File: config.mk
export PLATFORM = sky130hd
export DESIGN_NAME = binomial_prime_exponent
export DESIGN_NICKNAME = d
export VERILOG_FILES = /design/src/bpe_pkg.sv /design/src/bpe_datapath.sv /design/src/bpe_ctrl.sv /design/src/binomial_prime_exponent.sv
export SDC_FILE = /design/constraint.sdc
export NUM_CORES = 1
export LEC_CHECK = 0
export BUFFER_PORTS_ARGS = -buffer_cell sky130_fd_sc_hd__buf_2
export CORE_AREA = 2 2 146 148
export DETAILED_ROUTE_END_ITERATION = 8
export DIE_AREA = 0 0 148 150
export GPL_TIMING_DRIVEN = 1
export PLACE_DENSITY = 0.85
export SLEW_MARGIN = 5
export SYNTH_ARGS = -nofsm -noshare
export SYNTH_HDL_FRONTEND = slang
export SYNTH_SLANG_ARGS = --single-unit
export TNS_END_PERCENT = 5
File: constraint.sdc
create_clock -name clk -period 8.93 [get_ports clk]
set_input_delay 1.786 -clock clk [delete_from_list [all_inputs] [get_ports clk]]
set_output_delay 1.786 -clock clk [all_outputs]
set_load 0.01 [all_outputs]
File: src/bpe_pkg.sv
// Shared types and constants for the binomial prime exponent block.
package bpe_pkg;

    localparam int WORD_BITS_DEF = 32;
    localparam int FIELD_W       = 32;
    localparam int EXP_W         = 6;
    localparam int STAT_W        = 2;

    localparam logic [STAT_W-1:0] STAT_OK          = 2'd0;
    localparam logic [STAT_W-1:0] STAT_K_EXCEEDS_N = 2'd1;
    localparam logic [STAT_W-1:0] STAT_BAD_DIVISOR = 2'd2;

    // which Legendre sum is being formed
    typedef enum logic [1:0] {
        OPD_N  = 2'd0,
        OPD_K  = 2'd1,
        OPD_NK = 2'd2
    } operand_t;

    typedef struct packed {
        logic                load;       // capture the input word, clear the sum
        logic                ld_x;       // load the running dividend from an operand
        operand_t            sel;
        logic                div_start;
        logic                div_step;
        logic                accum;      // take the quotient, add or subtract it
        logic                write_out;
        logic [STAT_W-1:0]   res_stat;
    } bpe_cmd_t;

    typedef struct packed {
        logic k_gt_n;
        logic p_small;
        logic x_zero;
        logic div_last;
    } bpe_stat_t;

endpackage

File: src/bpe_datapath.sv
// Datapath: operand registers, shared restoring divider and exponent accumulator.
module bpe_datapath #(
    parameter int WORD_BITS = bpe_pkg::WORD_BITS_DEF
) (
    input  logic                          clk,
    input  logic [bpe_pkg::FIELD_W-1:0]   top,
    input  logic [bpe_pkg::FIELD_W-1:0]   choose,
    input  logic [bpe_pkg::FIELD_W-1:0]   prime,
    input  bpe_pkg::bpe_cmd_t             cmd,
    output bpe_pkg::bpe_stat_t            stat,
    output logic [bpe_pkg::EXP_W-1:0]     exponent,
    output logic [bpe_pkg::STAT_W-1:0]    status
);
    import bpe_pkg::*;

    localparam int CNT_W = (WORD_BITS > 1) ? $clog2(WORD_BITS) : 1;

    logic [WORD_BITS-1:0] n_reg;
    logic [WORD_BITS-1:0] k_reg;
    logic [WORD_BITS-1:0] p_reg;
    logic [WORD_BITS-1:0] x_reg;
    logic [WORD_BITS-1:0] rem_reg;
    logic [WORD_BITS-1:0] quo_reg;
    logic [CNT_W-1:0]     cnt_reg;
    logic [EXP_W-1:0]     acc_reg;
    logic [EXP_W-1:0]     exp_reg;
    logic [STAT_W-1:0]    stat_reg;

    logic [WORD_BITS-1:0] opd;
    logic [WORD_BITS:0]   trial;
    logic [WORD_BITS:0]   diff;
    logic                 fits;

    always_comb
    begin
        case (cmd.sel)
            OPD_N:   opd = n_reg;
            OPD_K:   opd = k_reg;
            OPD_NK:  opd = n_reg - k_reg;
            default: opd = n_reg;
        endcase
    end

    // one quotient bit per cycle; remainder stays below p so no borrow means fit
    assign trial = {rem_reg, quo_reg[WORD_BITS-1]};
    assign diff  = trial - {1'b0, p_reg};
    assign fits  = ~diff[WORD_BITS];

    always_ff @(posedge clk)
    begin
        if (cmd.load)
        begin
            n_reg   <= WORD_BITS'(top);
            k_reg   <= WORD_BITS'(choose);
            p_reg   <= WORD_BITS'(prime);
            acc_reg <= '0;
        end
        if (cmd.ld_x)
        begin
            x_reg <= opd;
        end
        if (cmd.div_start)
        begin
            rem_reg <= '0;
            quo_reg <= x_reg;
            cnt_reg <= '0;
        end
        if (cmd.div_step)
        begin
            rem_reg <= fits ? diff[WORD_BITS-1:0] : trial[WORD_BITS-1:0];
            quo_reg <= {quo_reg[WORD_BITS-2:0], fits};
            cnt_reg <= cnt_reg + 1'b1;
        end
        if (cmd.accum)
        begin
            x_reg <= quo_reg;
            if (cmd.sel == OPD_N)
            begin
                acc_reg <= acc_reg + quo_reg[EXP_W-1:0];
            end
            else
            begin
                acc_reg <= acc_reg - quo_reg[EXP_W-1:0];
            end
        end
        if (cmd.write_out)
        begin
            exp_reg  <= (cmd.res_stat == STAT_OK) ? acc_reg : '0;
            stat_reg <= cmd.res_stat;
        end
    end

    assign stat.k_gt_n   = k_reg > n_reg;
    assign stat.p_small  = p_reg < WORD_BITS'(2);
    assign stat.x_zero   = x_reg == '0;
    assign stat.div_last = cnt_reg == CNT_W'(WORD_BITS - 1);

    assign exponent = exp_reg;
    assign status   = stat_reg;

endmodule

File: src/bpe_ctrl.sv
// Controller: sequences the three Legendre sums and the output word.
module bpe_ctrl (
    input  logic                clk,
    input  logic                rst_n,
    input  logic                in_valid,
    output logic                in_ready,
    output logic                out_valid,
    input  logic                out_ready,
    input  bpe_pkg::bpe_stat_t  stat,
    output bpe_pkg::bpe_cmd_t   cmd
);
    import bpe_pkg::*;

    typedef enum logic [5:0] {
        ST_IDLE  = 6'b000001,
        ST_CHECK = 6'b000010,
        ST_TEST  = 6'b000100,
        ST_DIV   = 6'b001000,
        ST_ACC   = 6'b010000,
        ST_FIN   = 6'b100000
    } state_t;

    state_t              state_reg, state_next;
    operand_t            sel_reg, sel_next;
    logic [STAT_W-1:0]   res_reg, res_next;
    logic                out_valid_reg, out_valid_next;

    always_comb
    begin
        state_next = state_reg;
        sel_next   = sel_reg;
        res_next   = res_reg;
        cmd        = '0;
        cmd.sel    = sel_reg;
        cmd.res_stat = res_reg;
        in_ready   = 1'b0;
        case (state_reg)
            ST_IDLE:
            begin
                in_ready = 1'b1;
                if (in_valid)
                begin
                    cmd.load   = 1'b1;
                    state_next = ST_CHECK;
                end
            end
            ST_CHECK:
            begin
                if (stat.k_gt_n)
                begin
                    res_next   = STAT_K_EXCEEDS_N;
                    state_next = ST_FIN;
                end
                else if (stat.p_small)
                begin
                    res_next   = STAT_BAD_DIVISOR;
                    state_next = ST_FIN;
                end
                else
                begin
                    cmd.ld_x   = 1'b1;
                    cmd.sel    = OPD_N;
                    sel_next   = OPD_N;
                    state_next = ST_TEST;
                end
            end
            ST_TEST:
            begin
                if (stat.x_zero)
                begin
                    case (sel_reg)
                        OPD_N:
                        begin
                            cmd.ld_x = 1'b1;
                            cmd.sel  = OPD_K;
                            sel_next = OPD_K;
                        end
                        OPD_K:
                        begin
                            cmd.ld_x = 1'b1;
                            cmd.sel  = OPD_NK;
                            sel_next = OPD_NK;
                        end
                        default:
                        begin
                            res_next   = STAT_OK;
                            state_next = ST_FIN;
                        end
                    endcase
                end
                else
                begin
                    cmd.div_start = 1'b1;
                    state_next    = ST_DIV;
                end
            end
            ST_DIV:
            begin
                cmd.div_step = 1'b1;
                if (stat.div_last)
                begin
                    state_next = ST_ACC;
                end
            end
            ST_ACC:
            begin
                cmd.accum  = 1'b1;
                state_next = ST_TEST;
            end
            ST_FIN:
            begin
                // wait for the output register to free up
                if (!out_valid_reg || out_ready)
                begin
                    cmd.write_out = 1'b1;
                    state_next    = ST_IDLE;
                end
            end
            default:
            begin
                state_next = ST_IDLE;
            end
        endcase
    end

    assign out_valid_next = cmd.write_out | (out_valid_reg & ~out_ready);

    always_ff @(posedge clk or negedge rst_n)
    begin
        if (!rst_n)
        begin
            state_reg     <= ST_IDLE;
            sel_reg       <= OPD_N;
            res_reg       <= STAT_OK;
            out_valid_reg <= 1'b0;
        end
        else
        begin
            state_reg     <= state_next;
            sel_reg       <= sel_next;
            res_reg       <= res_next;
            out_valid_reg <= out_valid_next;
        end
    end

    assign out_valid = out_valid_reg;

endmodule

File: src/binomial_prime_exponent.sv
// From acceptance, a word with k above n or a prime below two goes straight to the output;
// otherwise the bit-serial divider runs once per base-p digit of n, k and n - k together
// (at most 3 * WORD_BITS digits), and the output is written after the last sum.
// One word at a time: the next is taken the cycle after the result enters the output
// register, so the block does not take a new word while one is in flight.
// Reset (rst_n, async, active low) clears the controller and output valid only.
module binomial_prime_exponent #(
    parameter int WORD_BITS = bpe_pkg::WORD_BITS_DEF
) (
    input  logic                          clk,
    input  logic                          rst_n,
    input  logic                          in_valid,
    output logic                          in_ready,
    input  logic [bpe_pkg::FIELD_W-1:0]   top,
    input  logic [bpe_pkg::FIELD_W-1:0]   choose,
    input  logic [bpe_pkg::FIELD_W-1:0]   prime,
    output logic                          out_valid,
    input  logic                          out_ready,
    output logic [bpe_pkg::EXP_W-1:0]     exponent,
    output logic [bpe_pkg::STAT_W-1:0]    status
);
    import bpe_pkg::*;

    bpe_cmd_t  cmd;
    bpe_stat_t stat;

    bpe_ctrl u_ctrl (
        .clk       (clk),
        .rst_n     (rst_n),
        .in_valid  (in_valid),
        .in_ready  (in_ready),
        .out_valid (out_valid),
        .out_ready (out_ready),
        .stat      (stat),
        .cmd       (cmd)
    );

    bpe_datapath #(
        .WORD_BITS (WORD_BITS)
    ) u_datapath (
        .clk      (clk),
        .top      (top),
        .choose   (choose),
        .prime    (prime),
        .cmd      (cmd),
        .stat     (stat),
        .exponent (exponent),
        .status   (status)
    );

`ifndef SYNTHESIS
    a_err_zero_exp: assert property (@(posedge clk) disable iff (!rst_n)
        out_valid && status != STAT_OK |-> exponent == '0)
        else $error("error word carries nonzero exponent");

    a_one_at_a_time: assert property (@(posedge clk) disable iff (!rst_n)
        in_valid && in_ready |=> !in_ready)
        else $error("new word taken while one is in flight");

    a_cmd_exclusive: assert property (@(posedge clk) disable iff (!rst_n)
        $onehot0({cmd.load, cmd.ld_x, cmd.div_start, cmd.div_step, cmd.accum,
                  cmd.write_out}))
        else $error("conflicting datapath commands");
`endif

endmodule

==> flow_summary.yaml <==
yosys:
  seq_area_frac_synth: 0.502
  yosys-top-cells-count: "edfxtp_1 (211), nor2_1 (108), o21ai_0 (95), inv_1 (91), nand2_1 (79)"
  synth_most_common_cell: "edfxtp_1"
  synth_area_leader_cell: "edfxtp_1"
  synth_edf_count: 211
  synth.avg_cell_area_um2: 10.7
  yosysWarnings: 0
  netlist_top_cells_area: "edfxtp_1 (48%), ha_1 (7.3%), o21ai_0 (3.6%), nor2_1 (3.1%), mux2_2 (3.0%)"
  async_reset_ff_frac: 0.0495
  yosys.area.top_type_share: 0.481
  syn_area_mm2: 0.0132
  synth.distinct_cells: 70
  synthCells: 1226
  ys_seq_elements: 222
  ys.flop_type: "edfxtp_1"
  syn_nets: 1406
timing:
  period_minus_slack_ns: 5.47
  fin_crit_sh: 0.612
  max_slew_margin: 0.362
  tightest_slew_ns: 0.956
  timing.final.ws_setup_ns: 3.46
  rsz0062_at_grt: "no"
  hold_viol: 0
  tns_ns: 0
  drv_slew: 0
  fmax_ghz: 0.183
  setup_viol: 0
  skew_ns: 0.0164
floorplan:
  rows: 53
  boundaryPins: 110
  die_width_um: 148
  coreArea_mm2: 0.0207
  start_util: 0.637
  die-area_mm2: 0.0222
  die_h_um: 150
placement:
  place_area_mm2: 0.0139
  io_buffers: 109
  gp_congestion: 0.907
  dp_slack_ns: 3.58
  hpwl_um: 20900
setup_path:
  cp-end-kind: "flop"
  crit_type: "flop to flop"
  crit_arrival_ns: 5.75
  r2r_end: "u_datapath.x_reg[29]"
  rr_startpoint: "u_datapath.n_reg[0]"
  reg2reg_slack_ns: 3.46
  cp-start-kind: "flop"
  r2r_cells: 20
  crit_fanout: 36
  required_ns: 9.21
min_path:
  hp-class: "flop to flop"
  holdPathEnd: "u_datapath.status[1]"
  min_from: "u_ctrl.res_reg[1]"
  worstHoldPathCells: 0
global_route:
  use_met3: 0.0348
  met2_usage: 0.447
  grt_util_all_layers: 0.260
  antenna_found_initial: 0
  grt_pass1_vias: 9449
  grt_busiest_layer: "met2"
  grtUsageMet1: 0.352
  grt_pass1_wl_um: 46600
  grt_max_degree: 76
  grt.overflow.total: 0
drt:
  routed_via_density: 6.08
  drt-total-wl_um: 28800
  wl_per_cell_um: 17.8
  drt_iter0_markers: 762
  firstDrtPassIters: 5
  num_vias: 9858
  final_antenna_net_count: 0
  post-route-drc-count: 0
power:
  vdd_drop_max_mv: 0.189
  leakagePower_uw: 0.00581
  powerDensity_mw_per_mm2: 252
finish:
  area_growth_pct: 11.5
  nFillCells: 1516
  final_area_mm2: 0.0147
  n_antenna_cell: 0
  drive_above_1_share: 0.157
  fin_nets: 1507
clock_network:
  clockBufferDepth: 3
  cts_sinks: 222
  cts_hold_buf: 0
  clk_pin_slew_worst_paths_ns: 0.06
  cts_max_level: 1
  clk-insertion-delay-late_ns: 0.53
  cts_buffers: 25
  post_cts_buffers: 0
  tritoncts: "yes"
  cts-resized-gates: 0
  clock-root-buffer: "clkbuf_16"
run_status:
  status: "completed"
flow_run:
  max-cap-violations: 0
## layout make-up
cell class | instances | area (um2) | area share
Clock buffer | 33 | 676 | 0.0460
Timing Repair Buffer | 119 | 621 | 0.0422
Multi-Input combinational cell | 867 | 6020 | 0.409
Inverter | 92 | 345 | 0.0235
Clock inverter | 13 | 80.1 | 0.00545
Tap cell | 275 | 344 | 0.0234
Sequential cell | 222 | 6610 | 0.450
## worst max-delay path: stages, from the launching register on
cell and delay [ns]:
edfxtp_1 0.39, inv_1 0.07, ha_1 0.15, inv_1 0.05, fa_1 0.44, a211oi_1 0.40
o2111ai_1 0.18, nand2_1 0.18, o211ai_1 0.12, o211a_1 0.30, o2111ai_1 0.39, a211o_1 0.26
nand2_1 0.11, mux2_2 0.29, ha_1 0.28, buf_4 0.34, clkinv_1 0.46, and3_1 0.34
a21oi_1 0.10, o21ai_0 0.08, a31o_2 0.26
## logic make-up after synthesis
logic type                 Yosys count  share of synthesized area
buffers and inverters              137                     0.0419
and+or+nand+nor                    330                      0.121
DFF                                222                      0.502
AOI/OAI and AO/OA                  336                      0.166
adders and majority gates           80                     0.0777
xor gates and xnor gates            54                     0.0373
muxes                               67                     0.0544
## cells in the final DEF, fill, tap and decap left out, drive strengths merged, types with 13 or more instances in the layout
master	count
inv	92
a21oi	72
o211ai	17
a21o	30
nand2	79
mux2	37
a211oi	21
mux2i	30
buf	119
xnor2	36
a221oi	13
nor2	109
ha	77
nor4	20
edfxtp	211
nor3	14
xor2	18
nand2b	17
o21ai	101
clkbuf	33
nand3	16
and2	17
## through the flow
stage          hold WS [ns]   util  power (uW)  cells
6_report              0.497  0.710        3700   1621
5_1_grt               0.518  0.710        3910   1621
4_1_cts               0.494  0.710        3700   1621
3_5_place_dp          0.480  0.674        2760   1575
3_3_place_gp          0.466  0.674        2720   1575
2_1_floorplan         0.441      -        2470   1226
## how the worst max path moves through the flow
stage / startpoint / endpoint / depth (start not counted)
2_1_floorplan: in_valid / u_datapath.acc_reg[0] / 2
3_3_place_gp: u_datapath.n_reg[0] / u_datapath.x_reg[29] / 20
3_5_place_dp: u_datapath.n_reg[0] / u_datapath.x_reg[29] / 20
4_1_cts: u_datapath.n_reg[0] / u_datapath.x_reg[29] / 20
5_1_grt: u_datapath.n_reg[0] / u_datapath.x_reg[29] / 20
6_report: u_datapath.n_reg[0] / u_datapath.x_reg[29] / 20
## metal layers
metal,up-vias,routed length [um]
met5,-,0
met4,0,747
met3,51,1950
met2,378,13900
met1,4647,12200
li1,4782,-
## power by group
group | total, uW | switching [uW] | internal, uW
registers | 1450 | 102 | 1350
logic | 1310 | 773 | 537
clock network | 936 | 402 | 534
total | 3700 | 1280 | 2420
(Power assumes the default switching activity.)
